[src/rtl/sfp_pkg.sv]
package sfp_pkg;

   localparam int BufferBytes = 32;

   localparam logic [7:0]  SyncHigh      = 8'h42;
   localparam logic [7:0]  SyncLow       = 8'h4D;
   localparam logic [15:0] SyncWord      = 16'h424D;
   localparam logic [15:0] SyncSum       = 16'h008F;
   localparam logic [15:0] StdLength     = 16'd28;
   localparam logic [10:0] ElapsedMax    = 11'd2047;
   localparam logic [10:0] SyncTimeoutRst = 11'd1300;
   localparam logic [10:0] DataTimeoutRst = 11'd1500;

   localparam logic [1:0] KindStart = 2'd0;
   localparam logic [1:0] KindByte  = 2'd1;
   localparam logic [1:0] KindTick  = 2'd2;

   localparam logic CsrSyncTimeout = 1'b0;
   localparam logic CsrDataTimeout = 1'b1;

   typedef enum logic [1:0] {
      OP_START = 2'd0,
      OP_BYTE  = 2'd1,
      OP_TICK  = 2'd2
   } op_type;

   typedef enum logic [2:0] {
      ST_OK        = 3'd0,
      ST_SYNC_TOUT = 3'd1,
      ST_ZERO_LEN  = 3'd2,
      ST_SHORT     = 3'd3,
      ST_CSUM_STD  = 3'd4,
      ST_CSUM_OTH  = 3'd5
   } status_type;

   typedef enum logic [2:0] {
      PH_IDLE = 3'b001,
      PH_SYNC = 3'b010,
      PH_BODY = 3'b100
   } phase_type;

   typedef struct packed {
      op_type     op;
      logic [7:0] data;
   } cmd_type;

   typedef struct packed {
      logic        is_word;
      logic [3:0]  word_index;
      logic [15:0] word_value;
      status_type  status;
      logic        device_type;
      logic [15:0] frame_length;
      logic        last;
   } result_type;

endpackage

[src/rtl/sfp_front.sv]
module sfp_front (
   input  logic               clock,
   input  logic               reset,
   input  logic               req_push,
   output logic               req_full,
   input  logic [1:0]         req_kind,
   input  logic [7:0]         req_rx_byte,
   output logic               cmd_valid,
   output sfp_pkg::cmd_type   cmd,
   input  logic               cmd_pop
);

   sfp_pkg::cmd_type mem_ff [4];
   logic [1:0] wr_ptr_ff, wr_ptr_in;
   logic [1:0] rd_ptr_ff, rd_ptr_in;
   logic [2:0] count_ff, count_in;
   logic       accept;
   logic       keep;
   logic       do_write;
   logic       do_read;
   sfp_pkg::cmd_type new_cmd;

   always_comb begin
      keep = 1'b1;
      new_cmd.data = req_rx_byte;
      unique case (req_kind)
         sfp_pkg::KindStart: new_cmd.op = sfp_pkg::OP_START;
         sfp_pkg::KindByte:  new_cmd.op = sfp_pkg::OP_BYTE;
         sfp_pkg::KindTick:  new_cmd.op = sfp_pkg::OP_TICK;
         default: begin
            new_cmd.op = sfp_pkg::OP_TICK;
            keep       = 1'b0;
         end
      endcase
   end

   assign req_full  = (count_ff == 3'd4);
   assign accept    = req_push && !req_full;
   assign do_write  = accept && keep;
   assign cmd_valid = (count_ff != 3'd0);
   assign do_read   = cmd_pop && cmd_valid;
   assign cmd       = mem_ff[rd_ptr_ff];

   assign wr_ptr_in = do_write ? wr_ptr_ff + 2'd1 : wr_ptr_ff;
   assign rd_ptr_in = do_read ? rd_ptr_ff + 2'd1 : rd_ptr_ff;
   assign count_in  = count_ff + {2'b00, do_write} - {2'b00, do_read};

   always_ff @(posedge clock) begin
      if (reset) begin
         wr_ptr_ff <= 2'd0;
         rd_ptr_ff <= 2'd0;
         count_ff  <= 3'd0;
      end else begin
         wr_ptr_ff <= wr_ptr_in;
         rd_ptr_ff <= rd_ptr_in;
         count_ff  <= count_in;
      end
   end

   always_ff @(posedge clock) begin
      if (do_write) begin
         mem_ff[wr_ptr_ff] <= new_cmd;
      end
   end

endmodule

[src/rtl/sfp_rsp_queue.sv]
module sfp_rsp_queue (
   input  logic                 clock,
   input  logic                 reset,
   input  logic                 push,
   input  sfp_pkg::result_type  push_data,
   output logic                 full,
   input  logic                 pop,
   output logic                 empty,
   output sfp_pkg::result_type  head
);

   sfp_pkg::result_type mem_ff [4];
   logic [1:0] wr_ptr_ff, wr_ptr_in;
   logic [1:0] rd_ptr_ff, rd_ptr_in;
   logic [2:0] count_ff, count_in;
   logic       do_write;
   logic       do_read;

   assign full     = (count_ff == 3'd4);
   assign empty    = (count_ff == 3'd0);
   assign do_write = push && !full;
   assign do_read  = pop && !empty;
   assign head     = mem_ff[rd_ptr_ff];

   assign wr_ptr_in = do_write ? wr_ptr_ff + 2'd1 : wr_ptr_ff;
   assign rd_ptr_in = do_read ? rd_ptr_ff + 2'd1 : rd_ptr_ff;
   assign count_in  = count_ff + {2'b00, do_write} - {2'b00, do_read};

   always_ff @(posedge clock) begin
      if (reset) begin
         wr_ptr_ff <= 2'd0;
         rd_ptr_ff <= 2'd0;
         count_ff  <= 3'd0;
      end else begin
         wr_ptr_ff <= wr_ptr_in;
         rd_ptr_ff <= rd_ptr_in;
         count_ff  <= count_in;
      end
   end

   always_ff @(posedge clock) begin
      if (do_write) begin
         mem_ff[wr_ptr_ff] <= push_data;
      end
   end

endmodule

[src/rtl/sfp_back.sv]
module sfp_back (
   input  logic                 clock,
   input  logic                 reset,
   input  logic                 csr_valid,
   input  logic                 csr_index,
   input  logic [10:0]          csr_data,
   input  logic                 cmd_valid,
   input  sfp_pkg::cmd_type     cmd,
   output logic                 cmd_pop,
   output logic                 rsp_push,
   output sfp_pkg::result_type  rsp_data,
   input  logic                 rsp_full
);

   sfp_pkg::phase_type  phase_ff, phase_in;
   logic [7:0]          prev_ff, prev_in;
   logic [5:0]          count_ff, count_in;
   logic [15:0]         length_ff, length_in;
   logic [15:0]         sum_ff, sum_in;
   logic [10:0]         elapsed_ff, elapsed_in;
   logic [15:0]         final_ff, final_in;
   logic [10:0]         sync_tout_ff;
   logic [10:0]         data_tout_ff;
   logic                pend_valid_ff, pend_valid_in;
   sfp_pkg::result_type pend_ff, pend_in;

   sfp_pkg::result_type res0, res1;
   logic [1:0]          n_res;
   logic                consume;
   logic [10:0]         elapsed_inc;
   logic [5:0]          count_nx;
   logic [15:0]         sum_nx;
   logic [15:0]         word;
   logic [15:0]         length_nx;
   logic [4:0]          half;
   logic                done;
   logic [16:0]         need_nx;

   function automatic sfp_pkg::result_type judge(input logic [15:0] len,
                                                 input logic [5:0]  cnt,
                                                 input logic [15:0] sum,
                                                 input logic [15:0] fw);
      sfp_pkg::result_type r;
      logic [16:0] need;
      logic [15:0] body;
      r              = '0;
      need           = {1'b0, len} + 17'd4;
      body           = sum - {8'h00, fw[15:8]} - {8'h00, fw[7:0]};
      r.is_word      = 1'b0;
      r.frame_length = len;
      r.last         = 1'b1;
      r.status       = sfp_pkg::ST_OK;
      if (len == 16'd0) begin
         r.status = sfp_pkg::ST_ZERO_LEN;
      end else if ({11'd0, cnt} < need) begin
         r.status = sfp_pkg::ST_SHORT;
      end else begin
         r.device_type = (len != sfp_pkg::StdLength);
         if (body != fw) begin
            r.status = r.device_type ? sfp_pkg::ST_CSUM_OTH : sfp_pkg::ST_CSUM_STD;
         end
      end
      return r;
   endfunction

   assign consume     = cmd_valid && !pend_valid_ff && !rsp_full;
   assign cmd_pop     = consume;
   assign elapsed_inc = (elapsed_ff < sfp_pkg::ElapsedMax) ? elapsed_ff + 11'd1 : elapsed_ff;

   assign count_nx  = count_ff + 6'd1;
   assign sum_nx    = sum_ff + {8'h00, cmd.data};
   assign word      = {prev_ff, cmd.data};
   assign length_nx = (count_nx == 6'd4) ? word : length_ff;
   assign half      = count_nx[5:1] - 5'd1;
   assign need_nx   = {1'b0, length_nx} + 17'd4;
   assign done      = (count_nx >= 6'(sfp_pkg::BufferBytes)) ||
                      ((length_nx != 16'd0) && ({11'd0, count_nx} >= need_nx));

   always_comb begin
      phase_in   = phase_ff;
      prev_in    = prev_ff;
      count_in   = count_ff;
      length_in  = length_ff;
      sum_in     = sum_ff;
      elapsed_in = elapsed_ff;
      final_in   = final_ff;
      res0       = '0;
      res1       = '0;
      n_res      = 2'd0;
      if (consume) begin
         unique case (cmd.op)
            sfp_pkg::OP_START: begin
               phase_in   = sfp_pkg::PH_SYNC;
               prev_in    = 8'h00;
               count_in   = 6'd0;
               length_in  = 16'd0;
               sum_in     = 16'd0;
               elapsed_in = 11'd0;
               final_in   = 16'd0;
            end
            sfp_pkg::OP_TICK: begin
               if (phase_ff != sfp_pkg::PH_IDLE) begin
                  elapsed_in = elapsed_inc;
               end
               if (phase_ff == sfp_pkg::PH_SYNC && elapsed_inc >= sync_tout_ff) begin
                  phase_in           = sfp_pkg::PH_IDLE;
                  res0.status        = sfp_pkg::ST_SYNC_TOUT;
                  res0.frame_length  = length_ff;
                  res0.last          = 1'b1;
                  n_res              = 2'd1;
               end else if (phase_ff == sfp_pkg::PH_BODY && elapsed_inc >= data_tout_ff) begin
                  phase_in = sfp_pkg::PH_IDLE;
                  res0     = judge(length_ff, count_ff, sum_ff, final_ff);
                  n_res    = 2'd1;
               end
            end
            sfp_pkg::OP_BYTE: begin
               if (phase_ff == sfp_pkg::PH_SYNC) begin
                  prev_in = cmd.data;
                  if (prev_ff == sfp_pkg::SyncHigh && cmd.data == sfp_pkg::SyncLow) begin
                     phase_in          = sfp_pkg::PH_BODY;
                     count_in          = 6'd2;
                     elapsed_in        = 11'd0;
                     sum_in            = sfp_pkg::SyncSum;
                     final_in          = sfp_pkg::SyncWord;
                     res0.is_word      = 1'b1;
                     res0.word_value   = sfp_pkg::SyncWord;
                     res0.frame_length = length_ff;
                     res0.last         = 1'b1;
                     n_res             = 2'd1;
                  end
               end else if (phase_ff == sfp_pkg::PH_BODY) begin
                  prev_in   = cmd.data;
                  count_in  = count_nx;
                  sum_in    = sum_nx;
                  final_in  = word;
                  length_in = length_nx;
                  if (!count_nx[0]) begin
                     res0.is_word      = 1'b1;
                     res0.word_index   = half[3:0];
                     res0.word_value   = word;
                     res0.frame_length = length_nx;
                     res0.last         = !done;
                     n_res             = 2'd1;
                  end
                  if (done) begin
                     phase_in = sfp_pkg::PH_IDLE;
                     if (!count_nx[0]) begin
                        res1  = judge(length_nx, count_nx, sum_nx, word);
                        n_res = 2'd2;
                     end else begin
                        res0  = judge(length_nx, count_nx, sum_nx, word);
                        n_res = 2'd1;
                     end
                  end
               end
            end
            default: begin
               phase_in = phase_ff;
            end
         endcase
      end
   end

   always_comb begin
      rsp_push      = 1'b0;
      rsp_data      = res0;
      pend_valid_in = pend_valid_ff;
      pend_in       = pend_ff;
      if (pend_valid_ff) begin
         rsp_data = pend_ff;
         if (!rsp_full) begin
            rsp_push      = 1'b1;
            pend_valid_in = 1'b0;
         end
      end else if (consume && n_res != 2'd0) begin
         rsp_push = 1'b1;
         if (n_res == 2'd2) begin
            pend_valid_in = 1'b1;
            pend_in       = res1;
         end
      end
   end

   always_ff @(posedge clock) begin
      if (reset) begin
         phase_ff      <= sfp_pkg::PH_IDLE;
         prev_ff       <= 8'h00;
         count_ff      <= 6'd0;
         length_ff     <= 16'd0;
         sum_ff        <= 16'd0;
         elapsed_ff    <= 11'd0;
         final_ff      <= 16'd0;
         sync_tout_ff  <= sfp_pkg::SyncTimeoutRst;
         data_tout_ff  <= sfp_pkg::DataTimeoutRst;
         pend_valid_ff <= 1'b0;
      end else begin
         phase_ff      <= phase_in;
         prev_ff       <= prev_in;
         count_ff      <= count_in;
         length_ff     <= length_in;
         sum_ff        <= sum_in;
         elapsed_ff    <= elapsed_in;
         final_ff      <= final_in;
         pend_valid_ff <= pend_valid_in;
         if (csr_valid && csr_index == sfp_pkg::CsrSyncTimeout) begin
            sync_tout_ff <= csr_data;
         end
         if (csr_valid && csr_index == sfp_pkg::CsrDataTimeout) begin
            data_tout_ff <= csr_data;
         end
      end
   end

   always_ff @(posedge clock) begin
      pend_ff <= pend_in;
   end

endmodule

[src/rtl/sensor_frame_parser.sv]
// Sensor frame parser: finds the 0x42 0x4D sync pair, collects a length-framed
// frame of up to 32 bytes with sync, reports each 16-bit word, a final status.
// Request queue: push with kind (0 start, 1 byte, 2 millisecond tick) and
//   rx_byte; a transfer happens when push is high and full is low. Kind 3 is
//   dropped. A four-entry command queue sits in front of the parser.
// Response queue: the oldest result is shown while empty is low and leaves on
//   a transfer with pop high. A four-entry result queue holds finished results.
// Control register channel: index 0 sync timeout, index 1 data timeout, both
//   in milliseconds; ready is always high. Write only while the block is idle.
// Path: a request is registered in the command queue and its result in the
//   result queue before the result reaches the response ports.
// Throughput: one request per cycle unless a queue is full; a byte that closes
//   a frame on a word boundary gives two results; the second holds the parser.
// Reset clears both queues, returns the parser to idle and loads the timeouts
//   with 1300 and 1500. When pop stays low the result queue fills, the parser
//   halts, the command queue fills and full rises; nothing is lost.
module sensor_frame_parser (
   input  logic        clock,
   input  logic        reset,
   input  logic        req_push,
   output logic        req_full,
   input  logic [1:0]  req_kind,
   input  logic [7:0]  req_rx_byte,
   output logic        rsp_empty,
   input  logic        rsp_pop,
   output logic        rsp_is_word,
   output logic [3:0]  rsp_word_index,
   output logic [15:0] rsp_word_value,
   output logic [2:0]  rsp_status,
   output logic        rsp_device_type,
   output logic [15:0] rsp_frame_length,
   output logic        rsp_last,
   input  logic        csr_valid,
   output logic        csr_ready,
   input  logic        csr_index,
   input  logic [10:0] csr_data
);

   logic                cmd_valid;
   logic                cmd_pop;
   sfp_pkg::cmd_type    cmd;
   logic                q_push;
   logic                q_full;
   sfp_pkg::result_type q_data;
   sfp_pkg::result_type head;

   assign csr_ready = 1'b1;

   sfp_front u_front (
      .clock       (clock),
      .reset       (reset),
      .req_push    (req_push),
      .req_full    (req_full),
      .req_kind    (req_kind),
      .req_rx_byte (req_rx_byte),
      .cmd_valid   (cmd_valid),
      .cmd         (cmd),
      .cmd_pop     (cmd_pop)
   );

   sfp_back u_back (
      .clock     (clock),
      .reset     (reset),
      .csr_valid (csr_valid),
      .csr_index (csr_index),
      .csr_data  (csr_data),
      .cmd_valid (cmd_valid),
      .cmd       (cmd),
      .cmd_pop   (cmd_pop),
      .rsp_push  (q_push),
      .rsp_data  (q_data),
      .rsp_full  (q_full)
   );

   sfp_rsp_queue u_rsp_queue (
      .clock     (clock),
      .reset     (reset),
      .push      (q_push),
      .push_data (q_data),
      .full      (q_full),
      .pop       (rsp_pop),
      .empty     (rsp_empty),
      .head      (head)
   );

   assign rsp_is_word      = head.is_word;
   assign rsp_word_index   = head.word_index;
   assign rsp_word_value   = head.word_value;
   assign rsp_status       = head.status;
   assign rsp_device_type  = head.device_type;
   assign rsp_frame_length = head.frame_length;
   assign rsp_last         = head.last;

endmodule

[config.mk]
export PLATFORM = sky130hd
export DESIGN_NAME = sensor_frame_parser
export DESIGN_NICKNAME = d
export VERILOG_FILES = /design/src/rtl/sfp_pkg.sv /design/src/rtl/sfp_front.sv /design/src/rtl/sfp_rsp_queue.sv /design/src/rtl/sfp_back.sv /design/src/rtl/sensor_frame_parser.sv
export SDC_FILE = /design/constraint.sdc
export NUM_CORES = 1
export LEC_CHECK = 0
export BUFFER_PORTS_ARGS = -buffer_cell sky130_fd_sc_hd__buf_2
export CAP_MARGIN = 25
export CORE_ASPECT_RATIO = 1.75
export CORE_MARGIN = 2
export CORE_UTILIZATION = 65
export CTS_CLUSTER_SIZE = 14
export DETAILED_ROUTE_END_ITERATION = 8
export PLACE_DENSITY = 0.83
export SLEW_MARGIN = 0
export SYNTH_ARGS = -nofsm -noshare
export SYNTH_HDL_FRONTEND = slang
export SYNTH_SLANG_ARGS = --single-unit
[constraint.sdc]
create_clock -name clock -period 18.15 [get_ports clock]
set_input_delay 1.815 -clock clock [delete_from_list [all_inputs] [get_ports clock]]
set_output_delay 1.815 -clock clock [all_outputs]
set_load 0.005 [all_outputs]
# Yosys cells after proc, flatten, opt, wreduce, memory -nomap -nowiden
# Memory sizes are Yosys's and may differ from the RTL's. A register that Yosys moved wholly into a read port is not among the register bits.
# Cells that the tools add are included.
[op_classes]
n_addsub = 18
div = 0
n_lt_le_gt_ge = 7
n_mux = 91
n_eq_ne = 26
reduce_logical = 39
bitwise_logic = 6
shift = 0
multipliers = 0
[op_table]
columns = ["operator", "n"]
rows = [
  ["2-to-1 mux 42 bit", 5],
  ["2-to-1 mux 16 bit", 10],
  ["one-hot mux 16 bit (2 select lines)", 3],
  ["one-hot mux 42 bit (2 select lines)", 1],
  ["2-to-1 mux 17 bit", 4],
  ["subtractor 16 x 8 -> 16 bit", 4],
  ["2-to-1 mux 11 bit", 4],
  ["2-to-1 mux 21 bit", 2],
  ["2-to-1 mux 3 bit", 13],
  ["adder 16 x 3 -> 17 bit, second input constant", 2],
  ["less-than comparator 6 x 17 -> 1 bit", 2],
  ["one-hot mux 11 bit (3 select lines)", 1],
  ["logical NOT 16 bit", 2],
  ["!= test 16 bit", 2],
  ["!= test 16 x 5 -> 1 bit, second input constant", 2],
  ["2-to-1 mux 1 bit", 25],
  ["greater-or-equal comparator 11 bit", 2],
  ["2-to-1 mux 2 bit", 10],
  ["2-to-1 mux 6 bit", 3],
  ["greater-or-equal comparator 6 x 17 -> 1 bit", 1],
  ["adder 16 x 8 -> 16 bit", 1],
  ["== test 8 x 7 -> 1 bit, second input constant", 2],
  ["2-to-1 mux 8 bit", 2],
  ["one-hot mux 8 bit (2 select lines)", 1],
  ["38 further kinds", 83],
]
[word_totals]
word_cells = 212
n_memories = 2
latchBits = 0
romBits = 0
regBits = 155
mem_bits_rw = 208
inputBits = 27
[mem_list]
columns = ["name", "words", "word_bits", "read_ports", "rd_ports_with_merged_regs", "wr", "line_no", "text"]
rows = [
  ["u_rsp_queue.mem_ff", 4, 42, 1, 1, 1, "sfp_rsp_queue.sv:12", "sfp_pkg::result_type mem_ff [4];"],
  ["u_front.mem_ff", 4, 10, 1, 1, 1, "sfp_front.sv:13", "sfp_pkg::cmd_type mem_ff [4];"],
]

# Logic depth before layout (Yosys ltp)
[depth]
depth_word = 19
depth_mapped = 32
mapped_depth_nobuf = 28

# Hierarchy
# Synthesis repeated with hierarchy kept, for this count alone.
[unflattened]
hier_cells = 1672
hier_area_um2 = 18597.8
[modules_own_cells]
columns = ["mod", "seq_area_each_um2", "area_each_um2", "cells_per_inst", "n_inst"]
rows = [
  ["sfp_back", 2612.5, 10063.4, 1296, 1],
  ["sfp_rsp_queue", 5225.0, 6581.3, 271, 1],
  ["sfp_front", 1381.3, 1941.9, 103, 1],
  ["sensor_frame_parser", 0.0, 11.3, 2, 1],
]

# Worst setup path before layout
# No wires, ideal clock.
[synth_path]
path_type = "flip-flop to flip-flop"
start = "register u_back.count_ff[0]"
end = "memory u_rsp_queue.mem_ff[0][0] in the netlist's numbering (enable)"
path_slack_ps = 11989
required_ps = 17746
setup_ps = 404
t_arrival_ps = 5757
stages_incl_launch_ff = 27
synth_period_minus_slack_ps = 6161
path_buffers = 4
cell_sequence = "dfxtp_1 buf_4 nand3_2 xor2_2 inv_2 buf_6 nor2_1 buf_2 buf_1 nor2_1 a21oi_1 inv_1 ha_1 inv_1 ha_1 o21a_1 o21a_1 o21a_1 o31ai_1 o41ai_4 ha_1 a21oi_1 nor2_1 o21ai_0 o21ai_0 a21o_1 and3_1"
[synth_via]
elab_chain_cells = 19
[synth_lines]
columns = ["item", "line_no", "text"]
rows = [
  ["from (decl)", "sfp_back.sv:17", "logic [5:0] count_ff, count_in;"],
  ["from (signal assigned)", "sfp_back.sv:200", "count_ff <= count_in;"],
  ["adder 6 x 1 -> 6 bit *", "sfp_back.sv:70", "assign count_nx = count_ff + 6'd1;"],
  ["== test 6 x 3 -> 1 bit *", "sfp_back.sv:73", "assign length_nx = (count_nx == 6'd4) ? word : length_ff;"],
  ["2-to-1 mux 16 bit *", "sfp_back.sv:73", ""],
  ["via u_back.length_nx[2]", "sfp_back.sv:34", "logic [15:0] length_nx;"],
  ["adder 16 x 3 -> 17 bit", "sfp_back.sv:75", "assign need_nx = {1'b0, length_nx} + 17'd4;"],
  ["greater-or-equal comparator 6 x 17 -> 1 bit", "sfp_back.sv:77", "((length_nx != 16'd0) && ({11'd0, count_nx} >= need_nx));"],
  ["logical AND 1 bit *", "sfp_back.sv:77", ""],
  ["logical OR 1 bit *", "sfp_back.sv:76", "assign done = (count_nx >= 6'(sfp_pkg::BufferBytes)) ||"],
  ["[4 not listed]", "-", ""],
  ["2-to-1 mux 2 bit *", "sfp_back.sv:90", "if (consume) begin"],
  ["nonzero test 2 bit *", "sfp_back.sv:176", "end else if (consume && n_res != 2'd0) begin"],
  ["logical AND 1 bit *", "sfp_back.sv:176", ""],
  ["2-to-1 mux 1 bit *", "sfp_back.sv:176", ""],
  ["2-to-1 mux 1 bit *", "sfp_back.sv:170", "if (pend_valid_ff) begin"],
  ["logical AND 1 bit *", "sfp_rsp_queue.sv:21", "assign do_write = push && !full;"],
  ["2-to-1 mux 1 bit *", "sfp_rsp_queue.sv:42", "if (do_write) begin"],
  ["2-to-1 mux 1 bit (implied by the code) *", "sfp_rsp_queue.sv:43", "mem_ff[wr_ptr_ff] <= push_data;"],
  ["to (decl)", "sfp_rsp_queue.sv:12", ""],
]
# Mark *: on every way through the listed nets, which the timed path passes. The rest lies on a longest branch.

# Final worst setup path
[layout_path]
start = "register u_back.count_ff[0]"
end = "register u_rsp_queue.count_ff[2]"
[layout_via]
elab_chain_cells = 19
[layout_lines]
columns = ["item", "line_no", "text"]
rows = [
  ["adder 6 x 1 -> 6 bit *", "sfp_back.sv:70", ""],
  ["== test 6 x 3 -> 1 bit *", "sfp_back.sv:73", ""],
  ["2-to-1 mux 16 bit *", "sfp_back.sv:73", ""],
  ["via u_back.length_nx[2]", "sfp_back.sv:34", ""],
  ["adder 16 x 3 -> 17 bit", "sfp_back.sv:75", ""],
  ["greater-or-equal comparator 6 x 17 -> 1 bit", "sfp_back.sv:77", ""],
  ["logical AND 1 bit *", "sfp_back.sv:77", ""],
  ["logical OR 1 bit *", "sfp_back.sv:76", ""],
  ["[5 not listed]", "-", ""],
  ["nonzero test 2 bit *", "sfp_back.sv:176", ""],
  ["logical AND 1 bit *", "sfp_back.sv:176", ""],
  ["2-to-1 mux 1 bit *", "sfp_back.sv:176", ""],
  ["2-to-1 mux 1 bit *", "sfp_back.sv:170", ""],
  ["logical AND 1 bit *", "sfp_rsp_queue.sv:21", ""],
  ["via u_rsp_queue.do_write", "sfp_rsp_queue.sv:16", "logic do_write;"],
  ["adder 3 x 1 -> 3 bit *", "sfp_rsp_queue.sv:27", "assign count_in = count_ff + {2'b00, do_write} - {2'b00, do_read};"],
  ["subtractor 3 x 1 -> 3 bit *", "sfp_rsp_queue.sv:27", ""],
  ["to (signal assigned)", "sfp_rsp_queue.sv:37", "count_ff <= count_in;"],
  ["to (decl)", "sfp_rsp_queue.sv:15", "logic [2:0] count_ff, count_in;"],
]
# Marked as above.
# A chain may end at the register's enable or synchronous reset.

==> metrics.md <==
| Metric | Value |
|---|---|
| Top_reg_cell synth | edfxtp_1 |
| WHS | 456.0 ps |
| DR vias/cell | 6.596 |
| Area of placed instances | 18990 sq um |
| Syn Nets | 1794 |
| Critical Path AT | 7010 ps |
| Wire per inst | 22.77 microns |
| Worst Clk Skew | 33.82 ps |
| Setup CP Type | reg -> reg |
| Tmin final | 6555 ps |
| Port bufs | 70 |
| First-pass GRT wire length | 73400 microns |
| Nets | 1825 |
| Max-slew violations | 0 |
| Share of layout cells above drive strength 1 | 0.1236 |
| RSZ-0062 raised after global routing | false |
| Worst hold start | u_back.sync_tout_ff[5] |
| Vias in the first global route | 13680 |
| Vias | 13770 |
| Synth Register Bits | 346 |
| Combined area of all synthesized cells | 18400 sq um |
| Switching Power | 998.6 uW |
| Final instance area | 20090 sq um |
| Fill count | 1963 |
| Async SR Flop Fraction | 0 |
| Syn. warnings | 0 |
| Initial antenna violation count | 0 |
| Antenna violation net count after detailed routing | 0 |
| Period utilization | 0.3612 |
| Sequential share of the synthesized area | 0.5012 |
| Setup crit end kind | flop |
| Proportion of power drawn by the clock network | 0.236 |
| Residual DRC | 0 |
| Core box area | 27870 sq um |
| Clock sinks | 346 |
| Pwr/cell area | 136.0 nW/um^2 |
| Post-synth EDFFs | 229 |
| Sequential power share | 0.332 |
| CTS-repair resized insts | 0 |
| GP Congestion | 1.032 |
| WP data required | 18610 ps |
| Top-count cell post-synth | edfxtp_1 |
| FF+latch area | 9221 sq um |
| Die outline width | 131.2 microns |
| CTS H-tree lvls | 1 |
| Endpoints failing hold | 0 |
| Max incr delay on CP | 740 ps |
| CTS tree | yes |
| Worst slew margin | 0.3432 |
| CTS Buffer Depth | 3 |
| Dominant cell type by area after synthesis | edfxtp_1 |
| Leakage | 0.007160 uW |
| Post-CTS setup buffer count | 0 |
| Cell count after synthesis | 1660 |
| DP HPWL | 32960 microns |
| CP startpoint | u_back.count_ff[0] |
| CTS buffer count | 30 |
| CP max stage cell | dfxtp_1 |
| CP dominant cell by count | nor2_1 |
| Final wirelength | 47550 microns |
| Die Y | 226.5 microns |
| Tightest Hold Check Type | reg -> reg |
| # diodes | 0 |
| Post-synth top cells | edfxtp_1, nor2_1, dfxtp_1 |
| Unique cell type count in the Yosys netlist | 83 |
| Row count | 81 |
| Worst-Margin Slew | 983.2 ps |
| Final setup viols | 0 |
| CTS clock-pin slew for the worst setup and hold paths | 60 ps |
| Mapped Avg Cell Area | 11.08 sq um |
| CTS Root Cell | clkbuf_16 |
| Synth top area share | 0.3738 |
| Clock latency on the worst-skew pair | 590 ps |
| Total track usage | 0.3193 |
| Main area contributors after synthesis | edfxtp_1, dfxtp_1, mux4_2, ha_1, nor2_1 |
| TNS Setup | 0 ps |
| Comb power frac | 0.432 |
| Hold buffers post-CTS | 0 |
| Pin count of the biggest net entering global routing | 96 |
| VDD IR-drop max | 0.1490 mV |
| Starting DRT DRC Count | 1176 |
| Startpoint Class | flop |
| Int Power | 1734 uW |
| Number of placed I/O pins | 72 |
| Gr ovfl total | 0 |
| Layout area overhead | 9.230% |
| Maxcap violations | 0 |
| Die ar. | 29710 sq um |
| F_max | 0.1526 GHz |
| Critical R2R Launch | u_back.count_ff[0] |
| Area of the multi-input gates | 8437 sq um |
| Initial Util | 0.6600 |
| Drt first pass iters | 6 |
| CP max FO | 21 |
| Sw Share | 0.3655 |
| Status | finished, final reports clean |
==> registers in the layout, summed over array words and instances (netlist names), 6 cells and up, named ones only <==
register,flops
u_back.sum_ff,16
u_back.data_tout_ff,11
u_back.count_ff,6
u_front.mem_ff,40
u_back.length_ff,16
u_back.prev_ff,8
u_back.elapsed_ff,11
u_back.sync_tout_ff,11
u_rsp_queue.mem_ff,168
u_back.pend_ff,21
u_back.final_ff,16
==> worst paths after layout <==
path,endpoint,slack [ps],cells after the start
min reg2reg,u_back.sync_tout_ff[5],460,2
max reg2reg,u_rsp_queue.count_ff[2],11590,29
max,u_rsp_queue.count_ff[2],11590,29
min,u_back.sync_tout_ff[5],460,2
==> power groups by stage <==
stage	combinational, uW	sequential [uW]	clock [uW]
global route	1280	911	677
finish	1180	908	645
global placement	1110	927	0
floorplan	902	901	0
CTS	1150	912	653
detailed placement	1140	929	0
==> per-layer routing <==
metal	part of all wire	global-route usage	vias up
met5	0	0	-
met4	0.082	0.2370	0
met3	0.060	0.03979	251
met2	0.52	0.5886	720
met1	0.34	0.3328	6641
li1	-	-	6161
==> cells in the final DEF, fill, tap and decap left out, types with 6 or more instances in the layout <==
| cell type | instances |
|---|---|
| a211o_1 | 20 |
| a211oi_1 | 6 |
| a21o_1 | 22 |
| a21oi_1 | 110 |
| a221oi_1 | 8 |
| a22oi_1 | 35 |
| a31oi_1 | 7 |
| and2_1 | 27 |
| and3_1 | 25 |
| buf_2 | 69 |
| buf_4 | 15 |
| clkbuf_1 | 15 |
| clkbuf_16 | 31 |
| dfxtp_1 | 115 |
| edfxtp_1 | 229 |
| fa_1 | 18 |
| ha_1 | 89 |
| inv_1 | 91 |
| mux2i_1 | 11 |
| mux4_2 | 51 |
| nand2_1 | 114 |
| nand2b_1 | 12 |
| nand3_1 | 63 |
| nand4_1 | 19 |
| nor2_1 | 168 |
| nor2b_1 | 14 |
| nor3_1 | 26 |
| nor3b_1 | 7 |
| nor4_1 | 9 |
| o211ai_1 | 11 |
| o21a_1 | 16 |
| o21ai_0 | 56 |
| o31ai_1 | 8 |
| or2_2 | 6 |
| or3_1 | 7 |
| or4_1 | 6 |
| xnor2_1 | 50 |
| xor2_1 | 31 |
==> through the flow <==
stage	setup WS (ps)	power, uW	std cells	utilization
3_5_place_dp	11360	2074	2026	0.6814
3_3_place_gp	11510	2032	2023	0.6790
6_report	11590	2732	2088	0.7209
2_1_floorplan	11990	1804	1660	-
5_1_grt	11110	2871	2088	0.7209
4_1_cts	11330	2719	2082	0.7165
==> worst max-delay path, delay by kind of cell, from the launching register on <==
family | cells | cell delay (ps)
adders and majority gates | 5 | 1280
AOI/OAI and AO/OA | 10 | 2090
DFF | 1 | 740
xor gates and xnor gates | 3 | 890
and+or+nand+nor | 6 | 630
buffers and inverters | 5 | 800
==> cells by family after synthesis <==
kind of cell,share of synthesized area
muxes,0.07108
AOI/OAI and AO/OA,0.1235
and+or+nand+nor,0.1381
DFF,0.5012
adders and majority gates,0.08013
xor gates and xnor gates,0.04537
buffers and inverters,0.04047
other,0.0002039
==> layout make-up <==
class	count	share of cell area
sequential	346	0.4589
multi-input combinational	1129	0.4199
clock buffer	49	0.04315
timing repair buffer	93	0.03226
tap	373	0.02323
inverter	91	0.01700
clock inverter	7	0.005542
(Power assumes the default switching activity.)
